===== config.mk =====
export PLATFORM = sky130hd
export DESIGN_NAME = midpoint_circle_point_generator_top
export DESIGN_NICKNAME = d
export VERILOG_FILES = /design/src/sv/mcpg_pkg.sv /design/src/sv/mcpg_ctrl.sv /design/src/sv/mcpg_dp.sv /design/src/sv/mcpg_pix.sv /design/src/sv/midpoint_circle_point_generator_top.sv
export SDC_FILE = /design/constraint.sdc
export NUM_CORES = 1
export LEC_CHECK = 0
export ABC_AREA = 0
export BUFFER_PORTS_ARGS = -buffer_cell sky130_fd_sc_hd__buf_2
export CELL_PAD_IN_SITES_DETAIL_PLACEMENT = 1
export CELL_PAD_IN_SITES_GLOBAL_PLACEMENT = 1
export CORE_ASPECT_RATIO = 0.6
export CORE_MARGIN = 4
export CORE_UTILIZATION = 35
export CTS_CLUSTER_DIAMETER = 200
export DETAILED_ROUTE_END_ITERATION = 10
export PLACE_DENSITY = 0.72
export SYNTH_ARGS = -nofsm -noshare
export SYNTH_HDL_FRONTEND = slang
export SYNTH_HIERARCHICAL = 1
export SYNTH_SLANG_ARGS = --single-unit

===== constraint.sdc =====
create_clock -name clk -period 9 [get_ports clk]
set_input_delay 1.8 -clock clk [delete_from_list [all_inputs] [get_ports clk]]
set_output_delay 1.8 -clock clk [all_outputs]
set_load 0.005 [all_outputs]

===== src/sv/mcpg_pkg.sv =====
// ----------------------------------------------------------------------------
// mcpg_pkg
// Shared types and constants of the midpoint circle point generator: field
// widths, register indexes and reset values, the controller state type and
// the command, status and point records that pass between the modules.
// ----------------------------------------------------------------------------
package mcpg_pkg;

  // Field widths.
  localparam int RAD_W   = 4;   // radius field
  localparam int STEP_W  = 4;   // octant walk position (0 .. 8)
  localparam int TERM_W  = 9;   // signed decision term
  localparam int PIX_W   = 13;  // signed point coordinate
  localparam int DIM_W   = 12;  // window width and height registers
  localparam int ADDR_W  = 24;  // frame byte address
  localparam int COLOR_W = 24;  // RGB color

  // Configuration port.
  localparam int CFG_IDX_W  = 2;
  localparam int CFG_DATA_W = 24;

  typedef enum logic [CFG_IDX_W-1:0] {
    REG_WINDOW_WIDTH  = 2'd0,
    REG_WINDOW_HEIGHT = 2'd1,
    REG_DRAW_COLOR    = 2'd2
  } reg_index_t;

  localparam logic [DIM_W-1:0]   WIDTH_RESET  = 12'd640;
  localparam logic [DIM_W-1:0]   HEIGHT_RESET = 12'd480;
  localparam logic [COLOR_W-1:0] COLOR_RESET  = 24'hFF0000;

  // Decision term constants.
  localparam logic signed [TERM_W:0] TERM_INIT = 10'sd5;
  localparam logic signed [TERM_W:0] TERM_BIAS = 10'sd4;

  // Controller states.
  typedef enum logic [0:0] {
    ST_IDLE,
    ST_RUN
  } state_t;

  // Commands from the controller to the datapath.
  typedef struct packed {
    logic load;  // latch a new circle request
    logic emit;  // send the current point and advance the walk
  } cmd_t;

  // Status from the datapath to the controller.
  typedef struct packed {
    logic pt_ready;    // point stage can take a point this cycle
    logic oct_last;    // current point is the eighth of its step
    logic final_step;  // current step is the last of the circle
  } status_t;

  // One outline point before the window and address stage.
  typedef struct packed {
    logic signed [PIX_W-1:0] y;
    logic signed [PIX_W-1:0] x;
    logic                    last;
  } point_t;

  // One result, pixel_x in the lowest bits.
  typedef struct packed {
    logic [COLOR_W-1:0]      pixel_color;
    logic [ADDR_W-1:0]       byte_address;
    logic                    in_window;
    logic signed [PIX_W-1:0] pixel_y;
    logic signed [PIX_W-1:0] pixel_x;
  } result_t;

endpackage


===== src/sv/mcpg_ctrl.sv =====
// ----------------------------------------------------------------------------
// mcpg_ctrl
// Controller of the circle generator. Takes a request while idle, then issues
// one emit command per cycle that the point stage has room, until the eighth
// point of the final step has been sent.
// ----------------------------------------------------------------------------
module mcpg_ctrl (
  input  logic              clk,
  input  logic              rst_n,
  input  logic              in_tvalid,
  output logic              in_tready,
  input  mcpg_pkg::status_t status,
  output mcpg_pkg::cmd_t    cmd
);

  mcpg_pkg::state_t state_r;
  mcpg_pkg::state_t state_nxt;

  // State register.
  always_ff @(posedge clk) begin
    if (!rst_n) begin
      state_r <= mcpg_pkg::ST_IDLE;
    end else begin
      state_r <= state_nxt;
    end
  end

  // Next state and commands.
  always_comb begin
    state_nxt = state_r;
    in_tready = 1'b0;
    cmd.load  = 1'b0;
    cmd.emit  = 1'b0;
    unique case (state_r)
      mcpg_pkg::ST_IDLE: begin
        in_tready = 1'b1;
        if (in_tvalid) begin
          cmd.load  = 1'b1;
          state_nxt = mcpg_pkg::ST_RUN;
        end
      end
      mcpg_pkg::ST_RUN: begin
        if (status.pt_ready) begin
          cmd.emit = 1'b1;
          if (status.oct_last && status.final_step) begin
            state_nxt = mcpg_pkg::ST_IDLE;
          end
        end
      end
      default: begin
        state_nxt = mcpg_pkg::ST_IDLE;
      end
    endcase
  end

endmodule


===== src/sv/mcpg_dp.sv =====
// ----------------------------------------------------------------------------
// mcpg_dp
// Walk datapath. Holds the centre, the octant walk position and the decision
// term, forms the eight mirrored points of each step and passes them one at
// a time into the point stage register.
// ----------------------------------------------------------------------------
module mcpg_dp #(
  parameter int MAX_RADIUS = 8,
  parameter int COORD_BITS = 11
) (
  input  logic                        clk,
  input  logic                        rst_n,
  input  mcpg_pkg::cmd_t              cmd,
  output mcpg_pkg::status_t           status,
  input  logic [COORD_BITS-1:0]       center_x,
  input  logic [COORD_BITS-1:0]       center_y,
  input  logic [mcpg_pkg::RAD_W-1:0]  radius,
  input  logic                        pix_ready,
  output logic                        pt_valid,
  output mcpg_pkg::point_t            pt
);

  localparam int SW = mcpg_pkg::STEP_W;
  localparam int TW = mcpg_pkg::TERM_W;
  localparam int PW = mcpg_pkg::PIX_W;
  localparam logic [mcpg_pkg::RAD_W-1:0] RAD_MAX = mcpg_pkg::RAD_W'(MAX_RADIUS);

  logic [COORD_BITS-1:0] cx_r, cy_r;
  logic [SW-1:0]         x_r, y_r;
  logic signed [TW-1:0]  d_r;
  logic [2:0]            oct_r;
  logic                  pt_valid_r;
  mcpg_pkg::point_t      pt_r;

  logic [mcpg_pkg::RAD_W-1:0] rad_sat;
  logic signed [TW:0]         d_init;
  logic                       term_pos;
  logic signed [SW:0]         nx, ny;
  logic signed [TW:0]         nd;
  logic                       final_step;
  logic [SW-1:0]              ox, oy;
  logic signed [PW-1:0]       cx_e, cy_e, ox_e, oy_e, px, py;

  // Radius saturation and initial decision term 5 - 4r.
  always_comb begin
    rad_sat = (radius > RAD_MAX) ? RAD_MAX : radius;
    d_init  = mcpg_pkg::TERM_INIT - $signed({{(TW - 1 - mcpg_pkg::RAD_W){1'b0}}, rad_sat, 2'b00});
  end

  // Look-ahead to the next step: y steps down on a positive term, then x up.
  always_comb begin
    term_pos = (d_r > 0);
    ny = $signed({1'b0, y_r}) - $signed({{SW{1'b0}}, term_pos});
    nx = $signed({1'b0, x_r}) + $signed((SW + 1)'(1));
    nd = $signed({d_r[TW-1], d_r});
    if (term_pos) begin
      nd = nd - ($signed({{(TW - SW){ny[SW]}}, ny}) <<< 3);
    end
    nd = nd + ($signed({{(TW - SW){nx[SW]}}, nx}) <<< 3) + mcpg_pkg::TERM_BIAS;
    final_step = (nx > ny);
  end

  // Mirrored point of the current octant index.
  always_comb begin
    ox   = oct_r[2] ? y_r : x_r;
    oy   = oct_r[2] ? x_r : y_r;
    cx_e = $signed(PW'(cx_r));
    cy_e = $signed(PW'(cy_r));
    ox_e = $signed(PW'(ox));
    oy_e = $signed(PW'(oy));
    px   = oct_r[0] ? (cx_e - ox_e) : (cx_e + ox_e);
    py   = oct_r[1] ? (cy_e + oy_e) : (cy_e - oy_e);
  end

  // Walk registers.
  always_ff @(posedge clk) begin
    if (!rst_n) begin
      cx_r  <= '0;
      cy_r  <= '0;
      x_r   <= '0;
      y_r   <= '0;
      d_r   <= '0;
      oct_r <= '0;
    end else if (cmd.load) begin
      cx_r  <= center_x;
      cy_r  <= center_y;
      x_r   <= '0;
      y_r   <= SW'(rad_sat);
      d_r   <= d_init[TW-1:0];
      oct_r <= '0;
    end else if (cmd.emit) begin
      oct_r <= oct_r + 3'd1;
      if (&oct_r) begin
        x_r <= nx[SW-1:0];
        y_r <= ny[SW-1:0];
        d_r <= nd[TW-1:0];
      end
    end
  end

  // Point stage valid flag.
  always_ff @(posedge clk) begin
    if (!rst_n) begin
      pt_valid_r <= 1'b0;
    end else if (cmd.emit) begin
      pt_valid_r <= 1'b1;
    end else if (pix_ready) begin
      pt_valid_r <= 1'b0;
    end
  end

  // Point stage payload.
  always_ff @(posedge clk) begin
    if (cmd.emit) begin
      pt_r.x    <= px;
      pt_r.y    <= py;
      pt_r.last <= final_step && (&oct_r);
    end
  end

  assign status.pt_ready   = !pt_valid_r || pix_ready;
  assign status.oct_last   = &oct_r;
  assign status.final_step = final_step;
  assign pt_valid          = pt_valid_r;
  assign pt                = pt_r;

endmodule


===== src/sv/mcpg_pix.sv =====
// ----------------------------------------------------------------------------
// mcpg_pix
// Window and address stage. Holds the configuration registers, clips each
// point against the window, forms the frame byte address and keeps the
// result in the output register until it is taken.
// ----------------------------------------------------------------------------
module mcpg_pix (
  input  logic                            clk,
  input  logic                            rst_n,
  input  logic                            cfg_wr_en,
  input  logic [mcpg_pkg::CFG_IDX_W-1:0]  cfg_index,
  input  logic [mcpg_pkg::CFG_DATA_W-1:0] cfg_wdata,
  input  logic                            pt_valid,
  input  mcpg_pkg::point_t                pt,
  output logic                            pix_ready,
  output logic                            out_tvalid,
  input  logic                            out_tready,
  output logic                            out_tlast,
  output mcpg_pkg::result_t               result
);

  localparam int DW = mcpg_pkg::DIM_W;
  localparam int AW = mcpg_pkg::ADDR_W;
  localparam int PW = mcpg_pkg::PIX_W;

  logic [DW-1:0]                 width_r, height_r;
  logic [mcpg_pkg::COLOR_W-1:0]  color_r;
  logic                          out_valid_r;
  logic                          last_r;
  mcpg_pkg::result_t             res_r;

  logic          in_win;
  logic [AW-1:0] prod, sum, addr;

  // Configuration registers; an unknown index is ignored.
  always_ff @(posedge clk) begin
    if (!rst_n) begin
      width_r  <= mcpg_pkg::WIDTH_RESET;
      height_r <= mcpg_pkg::HEIGHT_RESET;
      color_r  <= mcpg_pkg::COLOR_RESET;
    end else if (cfg_wr_en) begin
      case (cfg_index)
        mcpg_pkg::REG_WINDOW_WIDTH:  width_r  <= cfg_wdata[DW-1:0];
        mcpg_pkg::REG_WINDOW_HEIGHT: height_r <= cfg_wdata[DW-1:0];
        mcpg_pkg::REG_DRAW_COLOR:    color_r  <= cfg_wdata[mcpg_pkg::COLOR_W-1:0];
        default: ;
      endcase
    end
  end

  // Clip and address: 4 * (width * row + column), zero outside the window.
  always_comb begin
    in_win = !pt.x[PW-1] && !pt.y[PW-1] &&
             ($unsigned(pt.x) < {1'b0, width_r}) &&
             ($unsigned(pt.y) < {1'b0, height_r});
    prod = AW'(width_r) * AW'(pt.y[DW-1:0]);
    sum  = prod + AW'($unsigned(pt.x));
    addr = in_win ? {sum[AW-3:0], 2'b00} : '0;
  end

  assign pix_ready = !out_valid_r || out_tready;

  // Output register valid flag.
  always_ff @(posedge clk) begin
    if (!rst_n) begin
      out_valid_r <= 1'b0;
    end else if (pix_ready) begin
      out_valid_r <= pt_valid;
    end
  end

  // Output register payload.
  always_ff @(posedge clk) begin
    if (pix_ready && pt_valid) begin
      res_r.pixel_x      <= pt.x;
      res_r.pixel_y      <= pt.y;
      res_r.in_window    <= in_win;
      res_r.byte_address <= addr;
      res_r.pixel_color  <= color_r;
      last_r             <= pt.last;
    end
  end

  assign out_tvalid = out_valid_r;
  assign out_tlast  = last_r;
  assign result     = res_r;

endmodule


===== src/sv/midpoint_circle_point_generator_top.sv =====
// ----------------------------------------------------------------------------
// midpoint_circle_point_generator_top
// Midpoint circle outline generator: one request gives the mirrored outline
// points of a circle, each with clip flag, frame address, color and last.
//
// Channel  Direction  Contents
// in_      slave      tdata: center_x, center_y, radius (low bits first)
// out_     master     tdata: pixel_x, pixel_y, in_window, byte_address,
//                     pixel_color (low bits first); tlast: last point
// cfg_     write      index 0 width, 1 height, 2 draw color
//
// A circle of radius r gives 8 points per walk step, at most 48 points for
// radius 8, sent at one point per cycle while out_tready stays high.
// The walk sequencer emits one point per cycle while the point stage has room; the
// first point reaches the output through the point and output registers, and the next
// request is taken in the cycle after the last point leaves the walk.
// Reset is synchronous: it idles the controller, empties both stages and
// restores the registers to 640, 480 and 0xFF0000.
// A stalled output holds its result; the walk pauses until there is room.
// ----------------------------------------------------------------------------
module midpoint_circle_point_generator_top #(
  parameter int MAX_RADIUS = 8,
  parameter int COORD_BITS = 11
) (
  input  logic                            clk,
  input  logic                            rst_n,
  // Fields from bit 0: center_x, center_y, radius.
  input  logic [((2*COORD_BITS+mcpg_pkg::RAD_W+7)/8)*8-1:0] in_tdata,
  input  logic                            in_tvalid,
  output logic                            in_tready,
  // Fields from bit 0: pixel_x, pixel_y, in_window, byte_address, pixel_color.
  output logic [(($bits(mcpg_pkg::result_t)+7)/8)*8-1:0] out_tdata,
  output logic                            out_tvalid,
  input  logic                            out_tready,
  output logic                            out_tlast,
  input  logic                            cfg_wr_en,
  input  logic [mcpg_pkg::CFG_IDX_W-1:0]  cfg_index,
  input  logic [mcpg_pkg::CFG_DATA_W-1:0] cfg_wdata
);

  localparam int RW       = mcpg_pkg::RAD_W;
  localparam int RES_W    = $bits(mcpg_pkg::result_t);
  localparam int OUT_PAD  = ((RES_W + 7) / 8) * 8 - RES_W;

  mcpg_pkg::cmd_t    cmd;
  mcpg_pkg::status_t status;
  mcpg_pkg::point_t  pt;
  mcpg_pkg::result_t result;
  logic              pt_valid;
  logic              pix_ready;

  // Controller.
  mcpg_ctrl u_ctrl (
    .clk       (clk),
    .rst_n     (rst_n),
    .in_tvalid (in_tvalid),
    .in_tready (in_tready),
    .status    (status),
    .cmd       (cmd)
  );

  // Walk datapath.
  mcpg_dp #(
    .MAX_RADIUS (MAX_RADIUS),
    .COORD_BITS (COORD_BITS)
  ) u_dp (
    .clk       (clk),
    .rst_n     (rst_n),
    .cmd       (cmd),
    .status    (status),
    .center_x  (in_tdata[COORD_BITS-1:0]),
    .center_y  (in_tdata[2*COORD_BITS-1:COORD_BITS]),
    .radius    (in_tdata[2*COORD_BITS+RW-1:2*COORD_BITS]),
    .pix_ready (pix_ready),
    .pt_valid  (pt_valid),
    .pt        (pt)
  );

  // Window, address and output stage.
  mcpg_pix u_pix (
    .clk        (clk),
    .rst_n      (rst_n),
    .cfg_wr_en  (cfg_wr_en),
    .cfg_index  (cfg_index),
    .cfg_wdata  (cfg_wdata),
    .pt_valid   (pt_valid),
    .pt         (pt),
    .pix_ready  (pix_ready),
    .out_tvalid (out_tvalid),
    .out_tready (out_tready),
    .out_tlast  (out_tlast),
    .result     (result)
  );

  // Pack the result with zero fill up to whole bytes.
  assign out_tdata = {{OUT_PAD{1'b0}}, result};

endmodule

==> results.toml, run 1 <==
[sta]
timing.final.setup_violations = 0
final_critical_path_setup_slack_ns = 3.257
setup_repair_after_global_routing_missed_its_margin = "no"
fmax_ghz = 0.1741
final_max_slew_viol_count = 0
timing.clock.skew_ns = 0.02780
post-route-period-util = 0.6381
relSlewSlack = 0.2063
timing.setup.tns_ns = 0
tightestPinTransition_ns = 1.191
hold_viol_final = 0
fin_crit_ns = 5.743

[critical_path]
timing.setup.critical_path_class = "reg2reg"
cell_depth_of_the_worst_flop_to_flop_path = 16
rrSetupSlack_ns = 3.26
critPathArrivalTime_ns = 6.06
worstSetupEndpointType = "flip-flop"
timing.critical_path.from_type = "flip-flop"
r2r_start = "u_dp/pt[22]"
regToRegEndpoint = "u_pix/result[49]"
worst_ep_required_time_ns = 9.32
worstPathMaxFanout = 14

[clock_tree]
cts_tree = "yes"
clock_latency_ns = 0.47
clock-root-buffer = "clkbuf_16"
cts_sinks = 193
cts-hold-fix-buffers = 0
clockBufferDepth = 2
htreeDepth = 4
cts_repair_resize_count = 0
cts.reportedPaths.clkPinSlew_ns = 0.09
cts_made_buffers = 17
post_cts_buffers = 0

[power_and_ir_drop]
vdd_ir_drop_max_mv = 0.1289
power.total_w = 0.002995
p_per_area_nw_per_um2 = 185.8
total_leakage_power_nw = 7.172

[global_routing]
largest_net_degree_at_the_start_of_global_routing = 75
number_of_global_route_vias_before_repair = 11583
grt_pass1_wl_um = 65230
number_of_antenna_violations_at_the_first_check_in_global_routing = 2
global_route.usage.total = 0.1851
grt_overflow = 0

[logic_synthesis]
edff_count_synth = 101
synth.distinct_cells = 84
synthDominantAreaCellType = "edfxtp_1"
post-synth-top-area-fraction = 0.2099
synthCells = 1482
seq_area_frac_synth = 0.3374
ys.flop_type = "edfxtp_1"
yosys_register_bits = 193
syn_area_per_cell_um2 = 9.750
mappedNetlistArea_um2 = 14450
asyncSetResetFlopFracSynth = 0
yosys_warnings = 6
netlist_top_cells_area = "edfxtp_1, fa_1, dfxtp_1, ha_1, inv_1"

[placement]
postPlaceCellArea_um2 = 15510
port_buffers = 132
hpwlAfterDp_um = 30920
gpl.final_weighted_congestion = 0.8419
placement_stage_worst_setup_slack_ns = 3.234

[layout]
final_area_um2 = 16130
final_core_utilization = 0.3974
fin_nets = 1870
area.growth.synth_to_final_pct = 11.60
layout-drive-gt1-share = 0.1309
ff_latch_area_um2 = 4875
insertedDiodeCount = 0
fillers = 4664
multi_input_comb_area_um2 = 8407

[hold_path]
hold_end = "u_pix/result[63]"
hp-start = "u_pix/color_r[12]"
hold_class = "reg2reg"
min_delay_path_depth = 0

[floorplan]
die_area_um2 = 44700
die_width_um = 270.3
boundaryPins = 146
core-area_um2 = 40580
num_rows = 57
floorplan.die.height_um = 165.4
initial_core_util = 0.3561

[route]
via_count = 10593
wl_per_cell_um = 18.76
routed_via_density = 4.997
drt_pass1_iterations = 5
drt_drc_violations_left = 0
wl_um = 39770
drt_iter0_drc = 560
antenna_violating_nets_post_route = 0

[outcome]
run_status = "completed"

[flow_run]
timing.max_cap.violations = 0
## worst max-delay path, stage by stage, from the launching register on
cell      delay, ns
edfxtp_1       0.76
nand2_1        0.17
fa_1           0.59
inv_1          0.07
fa_1           0.47
fa_1           0.53
fa_1           0.56
inv_1          0.06
fa_1           0.53
inv_1          0.05
ha_1           0.40
a21o_1         0.22
a211oi_1       0.37
nand2_1        0.10
o31a_1         0.31
a21oi_1        0.19
mux2i_1        0.20
## worst max path at each step
stage | start | to | slack (ns) | cells after the start
6_report | u_dp/pt[22] | u_pix/result[49] | 3.26 | 16
5_1_grt | u_dp/pt[19] | u_pix/result[50] | 2.99 | 18
3_5_place_dp | u_dp/pt[22] | u_pix/result[49] | 3.23 | 16
2_1_floorplan | u_dp/pt[16] | u_pix/result[50] | 3.84 | 19
4_1_cts | u_dp/pt[22] | u_pix/result[49] | 3.24 | 16
3_3_place_gp | u_dp/pt[19] | u_pix/result[50] | 3.35 | 18
## Yosys cell counts, types with 10 or more instances
master      n
inv_1     232
nand2_1   203
fa_1      117
ha_1      114
edfxtp_1  101
dfxtp_1    92
and2_1     75
clkbuf_1   51
a21oi_1    43
nor2_1     42
a21boi_0   38
o21ai_0    35
mux2i_1    34
nor2b_1    31
xnor2_1    29
xor2_1     19
a21o_1     15
nand3_1    15
nand2b_1   13
o21a_1     12
o211ai_1   10
## report_power, final
part           total, W  switching, W  internal [W]  leakage [nW]
clock          0.000811      0.000425      0.000385         0.299
sequential      0.00106     0.0000783      0.000985          1.68
combinational   0.00112      0.000670      0.000452          5.19
total           0.00300       0.00117       0.00182          7.17
## per-stage QoR
step	hold slack [ns]	instances
finish	0.4311	2120
global route	0.4408	2120
floorplan	0.4003	1487
detailed placement	0.4161	2088
CTS	0.4337	2120
global placement	0.4129	2088
## layer usage
metal / share of wire / track usage / wire, um / up-vias
li1: - / - / - / 4994
met1: 0.48 / 0.2678 / 19250 / 5343
met2: 0.44 / 0.2921 / 17600 / 224
met3: 0.059 / 0.03235 / 2346 / 32
met4: 0.015 / 0.04154 / 581 / 0
met5: 0 / 0 / 0 / -
## flip-flops by register name, summed over array words and instances (netlist names), 3 cells and up
| signal | count |
|---|---|
| u_dp/pt | 27 |
| u_dp/oct_r | 3 |
| u_dp/cx_r | 11 |
| u_dp/d_r | 8 |
| u_dp/y_r | 4 |
| u_pix/width_r | 12 |
| u_pix/height_r | 12 |
| u_pix/color_r | 24 |
| u_dp/x_r | 4 |
| u_dp/cy_r | 11 |
| u_pix/result | 73 |
## cells by family (layout without fill, tap and decap cells)
| family | after synthesis | count (layout) | synth area share |
|---|---|---|---|
| compound gates | 217 | 217 | 0.1040 |
| xor+xnor | 50 | 50 | 0.03213 |
| fa+ha+maj | 231 | 231 | 0.2608 |
| buf+inv | 299 | 401 | 0.08226 |
| flops | 193 | 193 | 0.3374 |
| mux | 34 | 34 | 0.02355 |
| other cells | 2 | 7 | 0.0005198 |
| simple gates | 456 | 456 | 0.1593 |
## final cells by class
cell class / count / share of cell area
clock buffers: 17 / 0.02638
well taps: 531 / 0.04120
flip-flops and latches: 193 / 0.3023
multi-input cells: 995 / 0.5213
inverters: 233 / 0.05424
repair buffers: 136 / 0.04283
clock inverters: 15 / 0.01172
## cells in the final DEF, fill, tap and decap left out, drive strengths merged, types with 8 or more instances in the layout
| cell | n |
|---|---|
| o21a | 12 |
| o211ai | 11 |
| or3 | 9 |
| buf | 136 |
| a21boi | 38 |
| nor2 | 51 |
| ha | 114 |
| nor3 | 8 |
| dfxtp | 92 |
| nor2b | 31 |
| nand2b | 13 |
| clkbuf | 17 |
| fa | 117 |
| xnor2 | 30 |
| a211oi | 9 |
| a21oi | 44 |
| o21ai | 40 |
| mux2i | 34 |
| xor2 | 20 |
| a21o | 15 |
| edfxtp | 101 |
| and2 | 76 |
| and3 | 12 |
| nand3 | 15 |
| inv | 244 |
| nand2 | 204 |
Power figures use the tool's default switching activity.
==> run 2: changes to the inputs <==
--- a/config.mk
+++ b/config.mk
@@ -14,7 +14,7 @@
 export CORE_UTILIZATION = 35
 export CTS_CLUSTER_DIAMETER = 200
 export DETAILED_ROUTE_END_ITERATION = 10
-export PLACE_DENSITY = 0.72
+export PLACE_DENSITY = 0.75
 export SYNTH_ARGS = -nofsm -noshare
 export SYNTH_HDL_FRONTEND = slang
 export SYNTH_HIERARCHICAL = 1
==> constraint.sdc (replaced) <==
create_clock -name clk -period 4.9 [get_ports clk]
set_input_delay 0.98 -clock clk [delete_from_list [all_inputs] [get_ports clk]]
set_output_delay 0.98 -clock clk [all_outputs]
set_load 0.005 [all_outputs]
==> results.toml, run 2 (synthesis results as in run 1) <==
[floorplan]
die_width_um = 270.3
floorplan.die.height_um = 165.4
die_area_um2 = 44700
core-area_um2 = 40580
num_rows = 57
initial_core_util = 0.3561
boundaryPins = 146

[route]
m1WireLength_um = 20600
drt_pass1_iterations = 5
wl_um = 42660
met2_length_um = 19410
met3_wirelength_um = 1819
top_layer_used = "met5"
routed_via_density = 4.985
drt_iter0_drc = 581
antenna_violating_nets_post_route = 0
via_count = 11131
drt_drc_violations_left = 0
wl_per_cell_um = 19.10

[layout]
number_of_flip_flops_under_the_largest_register_name = 73
final_common_cell = "inv_1"
layout.cells.non_filler = 2233
area.growth.synth_to_final_pct = 20.98
layout-drive-gt1-share = 0.2434
fillers = 4585
fin_nets = 1982
final_area_um2 = 17480
commonest_non_fill_non_tap_cells_in_the_layout = "inv_1, nand2_1, buf_2"

[power_and_ir_drop]
total_leakage_power_nw = 7.795
p_sw_w = 0.002401
p_per_area_nw_per_um2 = 359.9
fraction_of_power_spent_switching_nets = 0.3815
clockPowerShare = 0.233
pwr-share-seq = 0.303
combPwrFrac = 0.464
vdd_ir_drop_max_mv = 0.2323
internal_power_w = 0.003891

[global_routing]
largest_net_degree_at_the_start_of_global_routing = 87
number_of_global_route_vias_before_repair = 11985
number_of_antenna_violations_at_the_first_check_in_global_routing = 2
global_route.usage.total = 0.1907
grt_pass1_wl_um = 66770
grt_overflow = 0

[sta]
timing.final.setup_violations = 10
worst_hold_slack_ns = 0.4356
fmax_ghz = 0.1941
tightestPinTransition_ns = 1.042
final_critical_path_setup_slack_ns = -0.2520
timing.clock.skew_ns = 0.01785
fin_crit_ns = 5.152
final_max_slew_viol_count = 0
post-route-period-util = 1.051
hold_viol_final = 0
relSlewSlack = 0.3056
setup_repair_after_global_routing_missed_its_margin = "yes"

[placement]
gpl.final_weighted_congestion = 0.8583
hpwlAfterDp_um = 32380
numPlacedInstances = 2169
port_buffers = 132
postPlaceCellArea_um2 = 16210

[clock_tree]
cts_sinks = 193
cts_made_buffers = 17
clockBufferDepth = 2
cts_tree = "yes"
cts.reportedPaths.clkPinSlew_ns = 0.08
htreeDepth = 4
cts-hold-fix-buffers = 0
clock-root-buffer = "clkbuf_16"
clock_latency_ns = 0.46

[critical_path]
critPathMaxStageDelay_ns = 0.54
crit_path_frequent_cell = "inv_2"
standard_cell_with_the_maximum_stage_delay_on_the_critical_path = "fa_1"
worstSetupEndpointType = "flip-flop"
worstPathMaxFanout = 5
timing.setup.critical_path_class = "reg2reg"
critical_path.n_buffers_inverters = 5
path_cells = "buf_6 -> and2_4 -> fa_1 -> inv_2 -> fa_1 -> inv_2 -> fa_1 -> inv_2 -> fa_2 -> fa_2 -> inv_2 -> ha_4 -> nand2_1 -> o31a_4 -> o21a_4 -> nand2b_1 -> a21oi_1 -> a21oi_1"
cpLargestDelayFamily = "adder cells"
critPathArrivalTime_ns = 5.34
worst_ep_required_time_ns = 5.09
timing.critical_path.from_type = "flip-flop"

[hold_path]
hold_class = "reg2reg"

[outcome]
run_status = "finished with violations"
violations = "setup timing"

[flow_run]
timing.max_cap.violations = 0
-- run 2: through the flow --
step	power, W	setup slack [ns]	setup TNS, ns	util
2_1_floorplan	0.003563	-0.02504	-0.02504	-
3_3_place_gp	0.004291	-0.3161	-2.273	0.3993
3_5_place_dp	0.004397	-0.3909	-3.200	0.3993
4_1_cts	0.006137	-0.2140	-1.335	0.4239
5_1_grt	0.006722	-0.4463	-3.795	0.4307
6_report	0.006292	-0.2520	-1.769	0.4308
-- run 2: power by group through the flow --
stage | clock [W] | combinational, W | sequential [W]
5_1_grt | 0.00158 | 0.00322 | 0.00192
4_1_cts | 0.00151 | 0.00272 | 0.00191
6_report | 0.00147 | 0.00292 | 0.00191
2_1_floorplan | 0 | 0.00167 | 0.00190
3_3_place_gp | 0 | 0.00234 | 0.00195
3_5_place_dp | 0 | 0.00245 | 0.00195
-- run 2: what timing repair did --
action,CTS,global route
hold endpoints to repair,0,0
pin swaps,77,33
gates resized for setup,66,51
buffers inserted,23,11
endpoints found under the setup margin,11,16
-- run 2: layout make-up --
| cell class | count | area (um^2) | area share |
|---|---|---|---|
| flip-flops and latches | 193 | 4882 | 0.2793 |
| diodes | 1 | 2.502 | 0.0001432 |
| inverters | 233 | 874.6 | 0.05003 |
| repair buffers | 248 | 1592 | 0.09105 |
| well taps | 531 | 664.4 | 0.03801 |
| multi-input cells | 995 | 8866 | 0.5072 |
| clock inverters | 14 | 170.2 | 0.009734 |
| clock buffers | 18 | 429.2 | 0.02455 |
-- run 2: path summary, 6_finish.rpt --
kind | start | to | slack (ns) | cells after the start
min reg2reg | u_pix/color_r[17] | u_pix/result[68] | 0.44 | 0
min | u_pix/color_r[17] | u_pix/result[68] | 0.44 | 0
max | u_dp/pt[16] | u_pix/result[48] | -0.25 | 18
max reg2reg | u_dp/pt[16] | u_pix/result[48] | -0.25 | 18
-- run 2: per-layer routing --
layer	up-vias	track usage
li1	5228	-
met1	5657	0.2626
met2	193	0.3126
met3	49	0.03610
met4	4	0.04818
met5	-	0
